### config.mk
export PLATFORM = sky130hd
export DESIGN_NAME = double_ended_queue
export DESIGN_NICKNAME = d
export VERILOG_FILES = /design/src/hw/rtl/deq_pkg.sv /design/src/hw/rtl/double_ended_queue.sv
export SDC_FILE = /design/constraint.sdc
export NUM_CORES = 1
export LEC_CHECK = 0
export BUFFER_PORTS_ARGS = -buffer_cell sky130_fd_sc_hd__buf_2
export CORE_MARGIN = 1
export CORE_UTILIZATION = 43
export DETAILED_ROUTE_END_ITERATION = 6
export PLACE_DENSITY = 0.61
export SYNTH_ARGS = -nofsm -noshare
export SYNTH_HDL_FRONTEND = slang
export SYNTH_SLANG_ARGS = --single-unit
### constraint.sdc
create_clock -name i_clk -period 8.6 [get_ports i_clk]
set_input_delay 0.86 -clock i_clk [delete_from_list [all_inputs] [get_ports i_clk]]
set_output_delay 0.86 -clock i_clk [all_outputs]
set_load 0.01 [all_outputs]
### src/hw/rtl/deq_pkg.sv
// Package for the double-ended queue: sizes, operation and status codes,
// and the packed beat types of the input and result channels.
// No dependencies.
`default_nettype none

package deq_pkg;

    localparam int DEPTH      = 16;
    localparam int DATA_WIDTH = 32;
    localparam int PTR_W      = (DEPTH > 1) ? $clog2(DEPTH) : 1;
    localparam int CNT_W      = $clog2(DEPTH + 1);

    typedef enum logic [1:0] {
        MODE_PUSH_BACK  = 2'd0,
        MODE_PUSH_FRONT = 2'd1,
        MODE_POP_BACK   = 2'd2,
        MODE_POP_FRONT  = 2'd3
    } t_mode;

    typedef enum logic [1:0] {
        ST_OK         = 2'd0,
        ST_POP_EMPTY  = 2'd1,
        ST_PUSH_FULL  = 2'd2
    } t_status;

    typedef struct packed {
        t_mode              mode;
        logic signed [31:0] value;
    } t_in_beat;

    typedef struct packed {
        t_status            status;
        logic signed [31:0] removed_value;
        logic [4:0]         count;
        logic               is_empty;
    } t_out_beat;

endpackage

`default_nettype wire

### src/hw/rtl/double_ended_queue.sv
// Double-ended queue: circular element store in one synchronous memory
// plus head, tail and occupancy registers. Depends on deq_pkg.
// Input to result: memory read, then result register. Throughput: one
// operation per cycle unless the result channel stalls; pointers and
// occupancy update at accept, the single memory port serves the beat.
// Reset: clears pointers, occupancy and valid flags; store left undefined.
`default_nettype none

module double_ended_queue
    import deq_pkg::*;
(
    input  wire logic      i_clk,
    input  wire logic      i_rst_n,
    input  wire logic      i_in_valid,
    output logic           o_in_ready,
    input  wire t_in_beat  i_in,
    output logic           o_out_valid,
    input  wire logic      i_out_ready,
    output t_out_beat      o_out
);

    logic signed [DATA_WIDTH-1:0] r_mem [DEPTH];

    logic [PTR_W-1:0] r_head, n_head;
    logic [PTR_W-1:0] r_tail, n_tail;
    logic [CNT_W-1:0] r_count, n_count;

    // Stage 1: metadata while the memory read completes
    logic                         r_s1_valid;
    t_status                      r_s1_status;
    logic                         r_s1_pop_ok;
    logic [CNT_W-1:0]             r_s1_count;
    logic signed [DATA_WIDTH-1:0] r_rd_data;

    logic      r_out_valid;
    t_out_beat r_out;

    logic             accept;
    logic             s1_advance;
    logic             is_full;
    logic             is_empty_now;
    logic             wr_en;
    logic             rd_en;
    logic [PTR_W-1:0] wr_addr;
    logic [PTR_W-1:0] rd_addr;
    logic [PTR_W-1:0] head_prev;
    logic [PTR_W-1:0] head_next;
    logic [PTR_W-1:0] tail_prev;
    logic [PTR_W-1:0] tail_next;
    t_status          status;

    assign s1_advance = r_s1_valid && (!r_out_valid || i_out_ready);
    assign o_in_ready = !r_s1_valid || s1_advance;
    assign accept     = i_in_valid && o_in_ready;

    assign is_full      = (r_count == CNT_W'(DEPTH));
    assign is_empty_now = (r_count == '0);

    assign head_prev = (r_head == '0) ? PTR_W'(DEPTH - 1) : r_head - 1'b1;
    assign head_next = (r_head == PTR_W'(DEPTH - 1)) ? '0 : r_head + 1'b1;
    assign tail_prev = (r_tail == '0) ? PTR_W'(DEPTH - 1) : r_tail - 1'b1;
    assign tail_next = (r_tail == PTR_W'(DEPTH - 1)) ? '0 : r_tail + 1'b1;

    always_comb begin
        n_head  = r_head;
        n_tail  = r_tail;
        n_count = r_count;
        wr_en   = 1'b0;
        rd_en   = 1'b0;
        wr_addr = r_tail;
        rd_addr = r_head;
        status  = ST_OK;
        unique case (i_in.mode)
            MODE_PUSH_BACK: begin
                if (is_full) begin
                    status = ST_PUSH_FULL;
                end else begin
                    wr_en   = accept;
                    wr_addr = r_tail;
                    n_tail  = tail_next;
                    n_count = r_count + 1'b1;
                end
            end
            MODE_PUSH_FRONT: begin
                if (is_full) begin
                    status = ST_PUSH_FULL;
                end else begin
                    wr_en   = accept;
                    wr_addr = head_prev;
                    n_head  = head_prev;
                    n_count = r_count + 1'b1;
                end
            end
            MODE_POP_BACK: begin
                if (is_empty_now) begin
                    status = ST_POP_EMPTY;
                end else begin
                    rd_en   = accept;
                    rd_addr = tail_prev;
                    n_tail  = tail_prev;
                    n_count = r_count - 1'b1;
                end
            end
            MODE_POP_FRONT: begin
                if (is_empty_now) begin
                    status = ST_POP_EMPTY;
                end else begin
                    rd_en   = accept;
                    rd_addr = r_head;
                    n_head  = head_next;
                    n_count = r_count - 1'b1;
                end
            end
            default: begin
                status = ST_OK;
            end
        endcase
    end

    // A pop reads a slot filled by an earlier accepted push, so the write
    // has landed before the read: no forwarding needed.
    always_ff @(posedge i_clk) begin
        if (wr_en) begin
            r_mem[wr_addr] <= DATA_WIDTH'(i_in.value);
        end
        if (rd_en) begin
            r_rd_data <= r_mem[rd_addr];
        end
    end

    always_ff @(posedge i_clk) begin
        if (!i_rst_n) begin
            r_head      <= '0;
            r_tail      <= '0;
            r_count     <= '0;
            r_s1_valid  <= 1'b0;
            r_out_valid <= 1'b0;
        end else begin
            if (accept) begin
                r_head  <= n_head;
                r_tail  <= n_tail;
                r_count <= n_count;
            end
            if (accept) begin
                r_s1_valid <= 1'b1;
            end else if (s1_advance) begin
                r_s1_valid <= 1'b0;
            end
            if (s1_advance) begin
                r_out_valid <= 1'b1;
            end else if (i_out_ready) begin
                r_out_valid <= 1'b0;
            end
        end
    end

    always_ff @(posedge i_clk) begin
        if (accept) begin
            r_s1_status <= status;
            r_s1_pop_ok <= rd_en;
            r_s1_count  <= n_count;
        end
        if (s1_advance) begin
            r_out.status        <= r_s1_status;
            r_out.removed_value <= r_s1_pop_ok ? 32'(r_rd_data) : '0;
            r_out.count         <= 5'(r_s1_count);
            r_out.is_empty      <= (r_s1_count == '0);
        end
    end

    assign o_out_valid = r_out_valid;
    assign o_out       = r_out;

    a_count_bound: assert property (@(posedge i_clk) disable iff (!i_rst_n)
        r_count <= CNT_W'(DEPTH))
        else $error("occupancy above depth");

    a_ptr_match: assert property (@(posedge i_clk) disable iff (!i_rst_n)
        (r_count == '0 || r_count == CNT_W'(DEPTH)) |-> (r_head == r_tail))
        else $error("head and tail disagree with occupancy");

    a_s1_hold: assert property (@(posedge i_clk) disable iff (!i_rst_n)
        (r_s1_valid && !s1_advance) |=> (r_s1_valid && $stable(r_rd_data)))
        else $error("stalled stage 1 lost its beat");

    a_no_rw_overlap: assert property (@(posedge i_clk) disable iff (!i_rst_n)
        !(wr_en && rd_en))
        else $error("read and write issued together");

    a_empty_flag: assert property (@(posedge i_clk) disable iff (!i_rst_n)
        r_out_valid |-> (r_out.is_empty == (r_out.count == 5'd0)))
        else $error("empty flag disagrees with count");

endmodule

`default_nettype wire
==> results of run 1 <==
[worst reg2reg max path, stage by stage (launching register included)]
cell and delay (ns):
dfxtp_1 0.35, clkinv_1 0.14, ha_1 0.26, nor4b_1 0.65
nor2_1 0.25, o21ai_4 0.17, buf_4 0.44, buf_4 0.87
mux4_1 0.77, a22o_1 0.23, or4_1 0.39
[path summary, 6_finish.rpt]
kind	end	slack, ns	from	cells past startpoint
setup reg to reg	r_rd_data[31]	3.83	r_count[0]	10
hold / removal	o_out[39]	0.43	r_s1_status[1]	0
setup / recovery	r_rd_data[31]	3.83	r_count[0]	10
hold reg to reg	o_out[39]	0.43	r_s1_status[1]	0
[state kept, by name (all words and copies together), names as in the netlist]
register     cells
o_out_valid      1
r_mem          512
r_count          5
o_out           40
r_s1_valid       1
r_rd_data       32
r_tail           4
r_s1_status      2
r_s1_count       5
r_head           4
r_s1_pop_ok      1
[cells in the final DEF (no fill, tap or decap), types with 4 or more instances in the layout]
master,synthesis,routed
clkbuf_16,0,60
clkinv_2,0,9
nand2b_1,5,5
nand4_1,4,4
nor2_1,101,84
o211ai_1,4,4
nor2b_1,6,5
dfxtp_1,15,15
mux4_2,28,28
mux2i_1,4,4
o22ai_1,65,65
clkbuf_1,59,22
inv_1,12,12
o21ai_0,45,45
buf_4,0,33
a21boi_0,5,4
nand3_1,6,6
nor3_1,33,33
buf_2,10,79
xnor2_1,6,6
edfxtp_1,592,592
nor2_4,0,18
clkinv_1,1,8
a211oi_1,34,34
nand2_1,83,83
nor4_1,33,33
a21oi_1,50,48
or3_1,7,7
mux2_2,34,34
a22o_1,32,32
and2_1,36,36
ha_1,6,6
bufinv_16,0,5
or4_1,32,32
[cell type report]
type	count	area share
timing repair buffer	112	0.02420
multi-input combinational	702	0.1899
sequential	607	0.6801
antenna	2	0.0001883
clock inverter	26	0.01026
tap	688	0.03239
inverter	13	0.001836
clock buffer	85	0.06115
[cell families (layout without fill, tap and decap cells)]
kind of cell               Yosys count  in the layout  synth area share
AOI/OAI and AO/OA                  258            258           0.07242
xor gates and xnor gates             8              8          0.003015
DFF                                607            607            0.7779
other                                0              2                 0
adders and majority gates            6              6          0.003230
and+or+nand+nor                    361            361           0.07850
buffers and inverters               89            236           0.01621
muxes                               69             69           0.04873
[routing by layer]
layer	up-vias	track usage
met3	106	0.03270
li1	5741	-
met5	-	0
met1	6622	0.2810
met4	4	0.06472
met2	413	0.3511
[metrics by stage]
step                      hold slack [ns]  power, mW  utilization
final                              0.4250      6.692       0.5018
after global routing               0.4475      6.906       0.5017
after CTS                          0.4270      6.738       0.5017
after detailed placement           0.4084      4.210       0.4659
after global placement             0.4085      4.197       0.4659
after floorplan                    0.4003      3.921            -
[power by group]
part           total (mW)  internal (mW)  switching (mW)
registers            3.37           3.34          0.0310
clock network        2.55           1.46            1.09
logic               0.769          0.267           0.502
==> out/results.ini, run 1 <==
[status]
outcome = complete, no violations

[yosys]
synth_top_cells_by_area = edfxtp_1, mux4_2, o22ai_1
syn_avg_cell_area_um2 = 16.62
synth_flop_cell = edfxtp_1
yosysTopAreaCell = edfxtp_1
syn-num-nets = 1442
synth_edf_count = 592
ys_ff_latch = 607
async_flop_share = 0
netlist_instances = 1398
ys_seq_area_frac = 0.7779
yosysMostFrequentCell = edfxtp_1
synth_top_area_frac = 0.7650
yosysWarningCount = 0
synth.distinct_cells = 60
synth.cell_area_um2 = 23240
ys_top_cells_by_count = edfxtp_1, nor2_1, nand2_1

[drt]
drc = 0
ant_nets = 0
dr.max_layer_used = met5
dr.pass1.iters = 5
vias = 12890
vias_per_cell = 5.766
drt_iter0_drc = 1049
wl_met1_mm = 23.64
totalWireLength_mm = 56.90
met2_length_mm = 28.46
wire_per_inst_um = 25.46
detailroute.wirelength.met3_mm = 3.319

[grt]
track_usage = 0.2094
grt_pass1_vias = 12680
overflow = 0
grt_pass1_wl_mm = 83.36
grt_max_degree = 66
antenna_found_initial = 6

[worst_setup_path]
required_ns = 8.95
worst_setup_path_start_kind = flip-flop
crit_fanout = 65
cp_top_family = buffers and inverters
arrival_ns = 5.13
path_buf_inv = 3
critPathMaxStageDelay_ns = 0.83
endpoint_kind = flip-flop
worstPathCellList = clkinv_1 -> ha_1 -> nor4b_1 -> nor2_1 -> o21ai_4 -> buf_4 -> buf_4 -> mux4_1 -> a22o_1 -> or4_1
crit_type = reg -> reg
cp_slowest_cell = buf_4
critPathMostFrequentCell = buf_4

[power]
p_leak_nw = 8.667
power_density_nw_per_um2 = 251.8
ir_worst_vdd_mv = 0.1651

[sta]
fin_worst_skew_ns = 0.01613
fmax_mhz = 209.5
rsz0062_at_grt = false
min_period_over_period = 0.5550
period_needed_ns = 4.773
hold_violations = 0
tightest_slew_ns = 1.028
report.final.slew_viol_count = 0
relSlewSlack = 0.3149
fin_ws_ns = 3.827
setup_tns_ns = 0
setup_violations = 0

[place]
place.gp.congestion = 0.8169
place_ws_ns = 3.643
dpl.hpwl_mm = 28.28
dpl-instance-area_um2 = 24680
dp_cells = 2122
io_buffers = 79

[floorplanning]
die_y_um = 234.5
coreArea_um2 = 52970
initial_core_util = 0.4387
die_w_um = 234.5
std_cell_rows = 84
io-pin-count = 80
dieArea_um2 = 54980

[cells_and_area]
fillers = 4325
seqCellArea_um2 = 18080
final_cells = 2235
layout.nets = 1539
fin_area_um2 = 26580
drive_gt1_frac = 0.1877
multi_input_area_um2 = 5047
area_growth_pct = 14.38

[cts]
cts_hold_buf = 0
cts_max_path_buffers = 3
clk_pin_slew_ns = 0.06
cts.sinks = 607
htreeDepth = 2
postCtsSetupBuffers = 0
cts_tree = yes
cts_made_buffers = 59
cts-root-buf = clkbuf_16
clock_latency_ns = 0.62
cts_resized = 0

[worst_hold_path]
min_path_type = reg -> reg

[flow_run]
drv_cap = 0

Power figures use the tool's default switching activity.
==> inputs of run 2 (changes only) <==
--- a/config.mk
+++ b/config.mk
@@ -5,6 +5,7 @@
 export SDC_FILE = /design/constraint.sdc
 export NUM_CORES = 1
 export LEC_CHECK = 0
+export ABC_AREA = 1
 export BUFFER_PORTS_ARGS = -buffer_cell sky130_fd_sc_hd__buf_2
 export CORE_MARGIN = 1
 export CORE_UTILIZATION = 43
==> constraint.sdc (replaced) <==
create_clock -name i_clk -period 4.65 [get_ports i_clk]
set_input_delay 0.465 -clock i_clk [delete_from_list [all_inputs] [get_ports i_clk]]
set_output_delay 0.465 -clock i_clk [all_outputs]
set_load 0.01 [all_outputs]
==> run 2 against run 1 <==
Net effect: the flow now finishes with violations (DRC); maximum frequency rose by 35%; die area rose by 11%; non-clock buffer count rose by 2; critical path depth rose by 2; flip-flop and latch count did not move; clock power rose by 87%; synthesized area rose by 11%; count of clock-buffer cells in the layout fell by 13; hold slack got worse by 0.25 ns; register-to-register slack got worse by 2.7 ns; critical path type unchanged; highest routed layer is now met4.
==> out/results.ini, run 2 <==
[status]
outcome = complete, but fails checks
violations = DRC

[floorplanning]
io-pin-count = 80
dieArea_um2 = 61020
initial_core_util = 0.4366
die_w_um = 247.0
std_cell_rows = 89
coreArea_um2 = 59130
die_y_um = 247.0

[yosys]
ys_ff_latch = 607
yosysTopAreaCell = edfxtp_1
synth_top_area_frac = 0.6887
synth_top_cells_by_area = edfxtp_1, nand3_1, nand2_1
synth.distinct_cells = 36
synth_flop_cell = edfxtp_1
syn-num-nets = 2328
async_flop_share = 0
synth.cell_area_um2 = 25810
synth_edf_count = 592
ys_seq_area_frac = 0.7003
yosysMostFrequentCell = nand2_1
yosysWarningCount = 0
ys_top_cells_by_count = nand2_1, edfxtp_1, nand3_1
netlist_instances = 2284
syn_avg_cell_area_um2 = 11.30

[cts]
clk_pin_slew_ns = 0.06
cts_max_path_buffers = 3
cts-root-buf = clkbuf_16
cts_tree = yes
postCtsSetupBuffers = 0
cts_made_buffers = 61
cts_hold_buf = 0
clock_latency_ns = 0.63
cts.sinks = 607
htreeDepth = 2
cts_resized = 0

[worst_setup_path]
required_ns = 4.95
worstPathCellList = inv_1 -> ha_1 -> nand2_1 -> nor2_1 -> nand2_1 -> nand2_1 -> inv_1 -> nand2_1 -> o21ai_0 -> nand3_1 -> nor2_4 -> buf_4
arrival_ns = 3.83
crit_type = reg -> reg
reg2reg_depth = 12
endpoint_kind = flip-flop
critPathMostFrequentCell = nand2_1
cp_top_family = simple AND/OR/NAND/NOR gates
timing.rr.start = r_count[0]
cp_slowest_cell = nor2_4
r2r_slack_ns = 1.12
path_buf_inv = 3
critPathMaxStageDelay_ns = 0.63
crit_fanout = 18
worst_setup_path_start_kind = flip-flop
r2r_end = r_mem[8][9]

[cells_and_area]
fin_area_um2 = 28970
largest-register = r_mem
largest_reg_flops = 512
antenna_cells = 0
layout.nets = 2369
drive_gt1_frac = 0.09781
final_cell_mix = nand2_1, edfxtp_1, nand3_1
layout_commonest_cell = nand2_1
area_growth_pct = 12.21

[worst_hold_path]
min_from = i_rst_n
hold_path_end = r_head[2]
min_path_type = in -> reg
whs_path_depth = 3

[sta]
setup_tns_ns = 0
fin_hold_ws_ns = 0.1771
report.final.slew_viol_count = 0
min_period_over_period = 0.7594
setup_violations = 0
period_needed_ns = 3.531
hold_violations = 0
fmax_mhz = 283.2
relSlewSlack = 0.1807
rsz0062_at_grt = false
fin_worst_skew_ns = 0.02386
tightest_slew_ns = 1.229

[drt]
wire_per_inst_um = 19.58
vias = 16790
drc = 10
ant_nets = 0
totalWireLength_mm = 61.59
dr.pass1.iters = 7
vias_per_cell = 5.339
drt_iter0_drc = 1481

[grt]
busiest_layer = met2
met3_usage = 0.03202
track_usage = 0.2043
antenna_found_initial = 0
grt_pass1_wl_mm = 95.57
overflow = 0
grt_pass1_vias = 16630
grtUsageMet1 = 0.2699
grt_use_met2 = 0.3464
grt_max_degree = 161

[power]
power_density_nw_per_um2 = 428.0
total_power_mw = 12.40
ir_worst_vdd_mv = 0.3074
p_leak_nw = 11.33

[place]
io_buffers = 79
place.gp.congestion = 0.8143
dpl.hpwl_mm = 33.03
dpl-instance-area_um2 = 27040

[flow_run]
drv_cap = 0

[run 2: cell count changes after synthesis, sizes merged, moves of 45 or more]
cell    previous run  this run
buf               17       122
clkbuf            59        14
inv               12       231
nand2             84       617
nand3              6       502
nand3b             2        96
nor2             102        27
o22ai             65         2
[run 2: power by group]
part / switching [mW] / internal [mW]
clock: 2.06 / 2.71
sequential: 0.0439 / 6.16
combinational: 1.02 / 0.405
total: 3.12 / 9.27
[run 2: how the worst max path moves through the flow]
stage / startpoint / to / slack, ns / cells after the start
2_1_floorplan: r_count[0] / r_mem[0][0] / 1.30 / 11
3_3_place_gp: r_count[0] / r_mem[13][7] / 1.21 / 12
3_5_place_dp: r_count[0] / r_mem[8][12] / 1.10 / 12
4_1_cts: r_count[0] / r_mem[8][11] / 1.10 / 12
5_1_grt: r_count[1] / r_mem[8][18] / 0.83 / 13
6_report: r_count[0] / r_mem[8][9] / 1.12 / 12
[run 2: worst min-delay path: stages]
cell,delay [ns]
buf_2,0.15
nand2_1,0.08
a21oi_1,0.04
[run 2: per-stage QoR]
stage | util | instances | worst slack (ns)
CTS | 0.4899 | 3145 | 1.102
global placement | 0.4573 | 3035 | 1.215
global route | 0.4899 | 3145 | 0.8255
detailed placement | 0.4573 | 3035 | 1.097
finish | 0.4899 | 3145 | 1.119
floorplan | - | 2284 | 1.296
[run 2: metal layers]
layer  part of all wire  up-vias
li1                   -     7908
met1               0.43     8278
met2               0.49      508
met3              0.053       97
met4              0.023        0
met5                  0        -
[run 2: cells by family after synthesis]
group           synth area share
compound gates           0.01037
flops                     0.7003
fa+ha+maj               0.002908
simple gates              0.2215
xor+xnor                0.003054
buf+inv                  0.06190
[run 2: cell type report]
| type | instances | area (um2) |
|---|---|---|
| inverters | 232 | 875.8 |
| repair buffers | 114 | 783.3 |
| clock inverters | 38 | 339.1 |
| clock buffers | 72 | 1589 |
| well taps | 773 | 967.2 |
| fillers | 5192 | 30160 |
| flip-flops and latches | 607 | 18080 |
| multi-input cells | 1309 | 6335 |
